File: config.mk
export PLATFORM = sky130hd
export DESIGN_NAME = spip_cordic
export DESIGN_NICKNAME = d
export VERILOG_FILES = /design/src/spip_pkg.sv /design/src/spip_cordic.sv
export SDC_FILE = /design/constraint.sdc
export NUM_CORES = 1
export LEC_CHECK = 0
export ABC_AREA = 1
export BUFFER_PORTS_ARGS = -buffer_cell sky130_fd_sc_hd__buf_2
export CAP_MARGIN = 40
export CELL_PAD_IN_SITES_DETAIL_PLACEMENT = 1
export CELL_PAD_IN_SITES_GLOBAL_PLACEMENT = 2
export CORE_MARGIN = 5
export CORE_UTILIZATION = 37
export CTS_BUF_LIST = sky130_fd_sc_hd__clkbuf_4 sky130_fd_sc_hd__clkbuf_8 sky130_fd_sc_hd__clkbuf_16
export CTS_CLUSTER_DIAMETER = 30
export DETAILED_ROUTE_END_ITERATION = 10
export PLACE_DENSITY_LB_ADDON = 0.25
export SETUP_SLACK_MARGIN = 0.3
export SLEW_MARGIN = 20
export SYNTH_ARGS = -nofsm -noshare
export SYNTH_HDL_FRONTEND = slang
export SYNTH_SLANG_ARGS = --single-unit
File: constraint.sdc
create_clock -name clk -period 19.7 [get_ports clk]
set_input_delay 1.97 -clock clk [delete_from_list [all_inputs] [get_ports clk]]
set_output_delay 1.97 -clock clk [all_outputs]
set_load 0.02 [all_outputs]
File: src/spip_pkg.sv
`default_nettype none
package spip_pkg;

  // Polygon and decision limits
  localparam int unsigned MAX_VERTICES    = 1024;
  localparam int unsigned ANGLE_TOLERANCE = 105;
  localparam int unsigned CNT_W           = $clog2(MAX_VERTICES + 1);

  // Datapath widths
  localparam int unsigned ANG_W   = 31;  // working angle, 2^-20 degree units
  localparam int unsigned VEC_W   = 36;  // CORDIC x/y and Q1.30 intermediates
  localparam int unsigned MUL_W   = 32;  // multiplier operand width
  localparam int unsigned LON_W   = 29;  // rotated longitude
  localparam int unsigned SUM_W   = 40;  // running angle sum
  localparam int unsigned LAT_W   = 28;
  localparam int unsigned LONIN_W = 30;
  localparam int unsigned STEP_W  = 5;

  localparam int unsigned CORDIC_STEPS = 27;

  // Angle constants
  localparam logic signed [ANG_W-1:0] DEG_FULL    = 31'sd377487360;
  localparam logic signed [ANG_W-1:0] DEG_HALF    = 31'sd188743680;
  localparam logic signed [ANG_W-1:0] DEG_QUARTER = 31'sd94371840;
  localparam logic signed [VEC_W-1:0] CORDIC_GAIN = 36'sd652032874;

  localparam logic signed [SUM_W:0] SUM_MAX = 41'sd549755813887;
  localparam logic signed [SUM_W:0] SUM_MIN = -41'sd549755813888;
  localparam logic signed [SUM_W:0] INSIDE_LIMIT =
    41'sd377487360 - 41'(ANGLE_TOLERANCE);

  typedef enum logic [3:0] {
    S_IDLE,
    S_ROT,
    S_ROT_WAIT,
    S_MUL,
    S_ACC,
    S_ATAN,
    S_ATAN_WAIT,
    S_UPDATE,
    S_CHECK,
    S_CLOSE,
    S_DECIDE,
    S_OUT
  } state_t;

  typedef struct packed {
    logic start;
    logic vectoring;
  } cordic_req_t;

  typedef struct packed {
    logic                    done;
    logic signed [VEC_W-1:0] x;
    logic signed [VEC_W-1:0] y;
    logic signed [ANG_W-1:0] z;
  } cordic_rsp_t;

  // Arctangent of 2^-i in 2^-20 degree units
  function automatic logic signed [ANG_W-1:0] atan_step(input logic [STEP_W-1:0] i);
    logic signed [ANG_W-1:0] v;
    unique case (i)
      5'd0:  v = 31'sd47185920;
      5'd1:  v = 31'sd27855475;
      5'd2:  v = 31'sd14718068;
      5'd3:  v = 31'sd7471121;
      5'd4:  v = 31'sd3750058;
      5'd5:  v = 31'sd1876857;
      5'd6:  v = 31'sd938658;
      5'd7:  v = 31'sd469357;
      5'd8:  v = 31'sd234682;
      5'd9:  v = 31'sd117342;
      5'd10: v = 31'sd58671;
      5'd11: v = 31'sd29335;
      5'd12: v = 31'sd14668;
      5'd13: v = 31'sd7334;
      5'd14: v = 31'sd3667;
      5'd15: v = 31'sd1833;
      5'd16: v = 31'sd917;
      5'd17: v = 31'sd458;
      5'd18: v = 31'sd229;
      5'd19: v = 31'sd115;
      5'd20: v = 31'sd57;
      5'd21: v = 31'sd29;
      5'd22: v = 31'sd14;
      5'd23: v = 31'sd7;
      5'd24: v = 31'sd4;
      5'd25: v = 31'sd2;
      5'd26: v = 31'sd1;
      default: v = '0;
    endcase
    return v;
  endfunction

endpackage
`default_nettype wire

File: src/spip_cordic.sv
`default_nettype none
module spip_cordic import spip_pkg::*; (
  input  wire logic                    clk,
  input  wire logic                    rst,
  input  wire cordic_req_t             req,
  input  wire logic signed [ANG_W-1:0] ang_in,
  input  wire logic signed [VEC_W-1:0] x_in,
  input  wire logic signed [VEC_W-1:0] y_in,
  output cordic_rsp_t                  rsp
);

  logic                    busy;
  logic                    vec;
  logic                    flip;
  logic [STEP_W-1:0]       iter;
  logic signed [VEC_W-1:0] x, y;
  logic signed [ANG_W-1:0] z;

  logic signed [ANG_W-1:0] r1, r2, r3, r4, r_red;
  logic                    flip_in;
  logic signed [VEC_W-1:0] xs, ys, nx, ny;
  logic signed [ANG_W-1:0] at, nz;

  // Reduce the rotation angle to [-90, 90] degrees
  always_comb begin
    r1 = (ang_in < 0) ? ang_in + DEG_FULL : ang_in;
    r2 = (r1 < 0) ? r1 + DEG_FULL : r1;
    r3 = (r2 >= DEG_FULL) ? r2 - DEG_FULL : r2;
    r4 = (r3 > DEG_HALF) ? r3 - DEG_FULL : r3;
    flip_in = 1'b0;
    r_red = r4;
    if (r4 > DEG_QUARTER) begin
      r_red = r4 - DEG_HALF;
      flip_in = 1'b1;
    end else if (r4 < -DEG_QUARTER) begin
      r_red = r4 + DEG_HALF;
      flip_in = 1'b1;
    end
  end

  // One micro-rotation
  always_comb begin
    xs = x >>> iter;
    ys = y >>> iter;
    at = atan_step(iter);
    nx = x;
    ny = y;
    nz = z;
    if (!vec) begin
      if (z >= 0) begin
        nx = x - ys; ny = y + xs; nz = z - at;
      end else begin
        nx = x + ys; ny = y - xs; nz = z + at;
      end
    end else if (y > 0) begin
      nx = x + ys; ny = y - xs; nz = z + at;
    end else if (y < 0) begin
      nx = x - ys; ny = y + xs; nz = z - at;
    end
  end

  // Load, iterate, then finish with quadrant fix or clamp
  always_ff @(posedge clk) begin
    if (rst) begin
      busy     <= 1'b0;
      rsp.done <= 1'b0;
      iter     <= '0;
    end else begin
      rsp.done <= 1'b0;
      if (req.start && !busy) begin
        busy <= 1'b1;
        iter <= '0;
        vec  <= req.vectoring;
        flip <= flip_in;
        if (req.vectoring) begin
          if (x_in < 0) begin
            x <= -x_in;
            y <= -y_in;
            z <= (y_in >= 0) ? DEG_HALF : -DEG_HALF;
          end else begin
            x <= x_in;
            y <= y_in;
            z <= '0;
          end
        end else begin
          x <= CORDIC_GAIN;
          y <= '0;
          z <= r_red;
        end
      end else if (busy) begin
        x <= nx;
        y <= ny;
        z <= nz;
        iter <= iter + 1'b1;
        if (iter == STEP_W'(CORDIC_STEPS - 1)) begin
          busy     <= 1'b0;
          rsp.done <= 1'b1;
          if (!vec && flip) begin
            rsp.x <= -nx;
            rsp.y <= -ny;
          end else begin
            rsp.x <= nx;
            rsp.y <= ny;
          end
          if (nz > DEG_HALF)       rsp.z <= DEG_HALF;
          else if (nz < -DEG_HALF) rsp.z <= -DEG_HALF;
          else                     rsp.z <= nz;
        end
      end
    end
  end

endmodule
`default_nettype wire

Yosys cells after proc, flatten, opt, wreduce, memory -nomap -nowiden
Memory sizes are Yosys's and may differ from the RTL's. A register that Yosys moved wholly into a read port is not among the register bits.
Cells that the tools add are included.

storage, ports and cells
  word-level logic and storage cells = 101
  memory bits (read-only) = 832
  register bits = 215
  bits in writable memories = 0
  latch bits = 0
  input port bits = 107
  output and inout bits = 104
  memories kept = 1

memory list
  name             depth  bits a word  read ports  clocked after Yosys merged registers in  write ports  line            source
  (no name shown)  32     26           1           1                                        0            spip_pkg.sv:62  unique case (i)

operators by class
  eq/ne operators = 1
  muxes and demuxes = 41
  div/mod/pow operators = 0
  reduce and logical (&&, ||, !) cells = 11
  shift operators = 2
  bitwise operators = 3
  add/subtract/negate cells = 17
  order comparisons = 13
  $mul = 0

operators with widths
  kind                                                                 number
  2-to-1 mux 36 bit                                                    16
  2-to-1 mux 31 bit                                                    17
  negation 36 bit                                                      4
  2-to-1 mux 104 bit                                                   1
  adder 36 bit                                                         2
  < comparator 36 x 1 -> 1 bit, second input constant                  2
  2-to-1 mux 72 bit                                                    1
  >>> shifter 36 x 5 -> 36 bit                                         2
  subtractor 36 bit                                                    2
  adder 31 x 30 -> 31 bit, second input constant                       2
  > comparator 31 x 29 -> 1 bit, second input constant                 2
  < comparator 31 x 1 -> 1 bit, second input constant                  2
  subtractor 31 x 30 -> 31 bit, second input constant                  2
  greater-or-equal comparator 36 x 1 -> 1 bit, second input constant   1
  > comparator 36 x 1 -> 1 bit, second input constant                  1
  adder 31 x 29 -> 31 bit, second input constant                       1
  adder 31 bit                                                         1
  greater-or-equal comparator 31 x 1 -> 1 bit, second input constant   1
  greater-or-equal comparator 31 x 30 -> 1 bit, second input constant  1
  > comparator 31 x 28 -> 1 bit, second input constant                 1
  < comparator 31 x 28 -> 1 bit, second input constant                 1
  < comparator 31 x 29 -> 1 bit, second input constant                 1
  subtractor 31 x 29 -> 31 bit, second input constant                  1
  subtractor 31 bit                                                    1
  12 further kinds                                                     22

Longest topological paths before layout
  depth after elaboration = 13
  mapped depth = 44

Worst setup path before layout
No wires, ideal clock.

  kind = input to register
  start point = input port rst
  end point = register rsp[0] (netlist bit) (enable)
  path slack = 10.019 ns
  cell stages on the path = 1
  library setup time = 0.691 ns
  arrival = 8.990 ns
  path buffers = 0
  cell sequence = nor3_1

between the ends
  word-level cells in the longest chain between the ends = 2

ends and longest elaborated chain
  item                           line              source
  start, declared                spip_cordic.sv:4  input wire logic rst,
  inverter 1 bit (no line)       n/a
  AND reduction 4 bit (no line)  n/a
  end, declared                  spip_cordic.sv:9  output cordic_rsp_t rsp

No other way between the ends.
A chain may end at the register's enable or synchronous reset.

Final worst setup path
  start point = register iter[0]
  end point = register rsp[65] (netlist bit) (data pin)

between the ends
  word-level cells in the longest chain between the ends = 7

ends and longest elaborated chain
  item                              line                                  source
  start, declared                   spip_cordic.sv:15                     logic [STEP_W-1:0] iter;
  start signal, assigned            spip_cordic.sv:94                     iter <= iter + 1'b1;
  >>> shifter 36 x 5 -> 36 bit (*)  spip_cordic.sv:43                     xs = x >>> iter;
  adder 36 bit                      spip_cordic.sv:51, spip_cordic.sv:58
  2-to-1 mux 36 bit                 spip_cordic.sv:57                     end else if (y < 0) begin
  2-to-1 mux 36 bit                 spip_cordic.sv:55                     end else if (y > 0) begin
  2-to-1 mux 36 bit (*)             spip_cordic.sv:49                     if (!vec) begin
  negation 36 bit                   spip_cordic.sv:100                    rsp.y <= -ny;
  2-to-1 mux 72 bit (*)             spip_cordic.sv:98                     if (!vec && flip) begin

Every way passes the cells marked *; elsewhere a longest branch is shown, timed or not.

==> metrics <==
result of the run=complete, no violations; Die Ht=306 um; Post-CTS Setup Repair Bufs=0; fin util=0.423; largest family of logic cells by synthesized area=simple AND/OR/NAND/NOR gates; crit-path max FO=90; initial core utilization=0.374; CTS tree=yes; Leak=17.4 nW; CP dominant cell by count=nand2_1; Req. time, crit path=20.06 ns; final hold slack=0.730 ns; Tcrit/Tclk final=0.365; worst slew pin tran=0.917 ns; Cells after Synth=5185; mapped cell area=32500 sq um; mux share of post-synthesis cell area=0.0145; Setup TNS=0 ns; routed vias=36900; mean routed wirelength per cell=23.7 um; Clock transition at path regs=0.05 ns; pwr/cell area=114 nW/um^2; design area=36800 sq um; Crit-path slowest cell=o21ai_0; initial antenna violation count=12; worst r2r src=iter[0]; first-pass GRT wire length=229 mm; min cycle time layout=between 7 and 8 ns; fmax=139 MHz; hold path depth=2; synth warn=0; worst hold path class=reg2reg; Max Slew Vio Count=0; Clock Tree Root=clkbuf_16; Tot Pwr=roughly 4.2 mW; Unique masters post-synth=between 70 and 80; Final setup viols=0; 1st-iter DRT viols=3184; CP Capture Type=flop; GRT Total Usage=0.314; placed instance area=34400 sq um; total global routing overflow=0; layout cells sized above 1=0.0965; die area=93800 sq um; FF-to-FF setup slack=12.51 ns; final wirelength=154 mm; startpoint types=flop; drt pass-1 iters=5; critical path class=reg2reg; adder-cell share of the synthesized area=0.0854; post_cts resized=0; FF-to-FF path depth=37; Synth Flop Type=edfxtp_1; NumNets Final=5599; clk buf depth=3; post-synthesis compound-gate area fraction=0.206; Die Width=306 um; Rel. slew slack=0.389; RSZ-0062 raised after global routing=no; post-DP HPWL=122 mm; max-cap violations=0; capturing point of the worst reg2reg path=rsp[65]; gpl congestion=between 0.9 and 1; WHS Endpoint=iter[0]; hold bufs inserted after CTS=0; Clock Skew=around 0.021 ns; Critical Path Max Stage Delay=roughly 0.70 ns; syn avg cell area=6.26 sq um; Met1 Wirelength=between 70 and 80 mm; Clk Latency, worst-skew pair=0.62 ns; number of global-route vias before repair=36900; VDD IR max=0.0623 mV; filler instances=11600; Residual DRC=0; CTS Buf Count=71; Area growth syn-to-layout=13.3%; crit path DAT=7.55 ns; routed wl met3=11.0 mm; EDFF count, synth=208; Top Metal Used=met5; pin count of the biggest net entering global routing=94; clock tree sinks=241; Synth Net Count=5510; final hold violations=0; I/O pins=211; Seq/Total Area, Yosys=0.213; XOR/XNOR Fraction of Synth Area=0.0680; Rows=108; Port Buffers=210; Async SR Flop Fraction=0; core region area=roughly 87000 sq um; simple-gate area share of the yosys netlist=0.300; H-tree depth=3; wire length on met2=67.2 mm; DR vias/cell=5.69; Detail Route Antenna Nets=0; register bit total from synthesis=241; hold path start=busy
[worst max-delay path by stage]
stage                  from       to  slack, ns  cells after the start
floorplan               rst   rsp[0]      10.02                      1
global placement    iter[0]  rsp[57]      12.43                     33
detailed placement  iter[0]  rsp[57]      12.31                     33
CTS                 iter[0]  rsp[65]      12.27                     35
global route        iter[0]  rsp[65]      11.81                     37
finish              iter[0]  rsp[65]      12.51                     37
[flip-flops by register name, indices dropped and copies added, names as in the netlist]
signal / flops
iter: 5
vec: 1
rsp: 104
busy: 1
flip: 1
at: 26
y: 36
x: 36
z: 31
[critical path, delay by kind of cell (launching register included)]
family | cells | cell delay, ns
compound gates | 9 | 2.73
simple gates | 21 | 2.15
buf+inv | 5 | 1.19
fa+ha+maj | 1 | 0.35
flops | 1 | 0.30
mux | 1 | 0.18
[through the flow]
step,instances,setup slack (ns)
after CTS,6482,12.27
after global routing,6484,11.81
final,6488,12.51
after detailed placement,6355,12.31
after global placement,6347,12.43
after floorplan,5185,10.02
[cells in the final DEF, fill, tap and decap left out, drive strengths merged, types with 4 or more instances in the layout]
master    count
a31oi        27
o21ai       501
nor2        481
xor2        213
nand3b       14
diode         5
o211ai       70
and3          4
clkinv       40
dfxtp        33
clkbuf       79
o21bai       26
fa            6
mux2i        46
clkinvlp      7
a32oi         5
a22oi        15
o31ai        11
a21o         13
o221ai       29
nand2      1297
bufinv        6
a211oi        8
a21oi       356
ha          212
a21boi       18
edfxtp      208
nand3       305
nor3b         4
nand4        55
xnor2        39
or2          30
nor4         29
o21a          9
inv         703
a221oi        5
o22ai        62
nor3         76
buf         262
[synthesized netlist by cell type (7+ instances only)]
library cell | count | area share
inv_1 | 681 | 0.079
nand4_1 | 54 | 0.010
nor2_1 | 476 | 0.055
o221ai_1 | 29 | 0.0078
nor4_1 | 28 | 0.0054
clkbuf_1 | 184 | 0.021
a21o_1 | 13 | 0.0030
o31ai_1 | 10 | 0.0023
o21a_1 | 9 | 0.0021
buf_6 | 7 | 0.0024
xor2_1 | 213 | 0.057
o21bai_1 | 26 | 0.0060
nand2_1 | 1259 | 0.15
a211oi_1 | 8 | 0.0019
nand2_4 | 7 | 0.0024
edfxtp_1 | 208 | 0.19
buf_2 | 15 | 0.0023
or2_2 | 29 | 0.0056
dfxtp_1 | 33 | 0.020
xnor2_1 | 39 | 0.011
a21oi_1 | 349 | 0.054
a22oi_1 | 15 | 0.0035
buf_1 | 38 | 0.0044
o211ai_1 | 70 | 0.016
nand2_2 | 31 | 0.0060
o22ai_1 | 62 | 0.012
a21boi_0 | 11 | 0.0025
nor3_1 | 73 | 0.011
a31oi_1 | 26 | 0.0050
inv_2 | 20 | 0.0023
mux2i_1 | 46 | 0.014
o21ai_0 | 460 | 0.071
o21ai_1 | 38 | 0.0059
ha_1 | 212 | 0.082
nand3_1 | 297 | 0.046
nand3b_1 | 14 | 0.0032
[cell type report]
type | instances | area, sq um | area share
antenna | 5 | 12.5 | 0.000340
timing repair buffer | 262 | 1510 | 0.0410
inverter | 708 | 2660 | 0.0724
sequential | 241 | 6910 | 0.188
clock buffer | 79 | 1870 | 0.0509
tap | 1155 | 1450 | 0.0393
clock inverter | 48 | 455 | 0.0124
multi-input combinational | 3990 | 21900 | 0.596
[routing by layer]
| layer | global-route usage | vias to the layer above |
|---|---|---|
| met5 | 0 | - |
| met4 | 0.0977 | 2 |
| met3 | 0.0376 | 216 |
| met2 | 0.492 | 1314 |
| met1 | 0.452 | 18000 |
| li1 | - | 17400 |
[power breakdown]
group / internal (mW) / total [mW] / leakage, nW / switching [mW]
combinational: 0.693 / 2.35 / 14.1 / 1.65
clock: 0.757 / 1.12 / 1.13 / 0.365
sequential: 0.643 / 0.728 / 2.20 / 0.0842
[cell families after synthesis]
family,after synthesis
buffers and inverters,954
adder cells (fa/ha/maj),218
multiplexers,47
flip-flops,241
AO/OA/AOI/OAI,1173
AND/OR/NAND/NOR,2300
XOR/XNOR,252
Note: power is estimated with default switching activity, not from simulation.
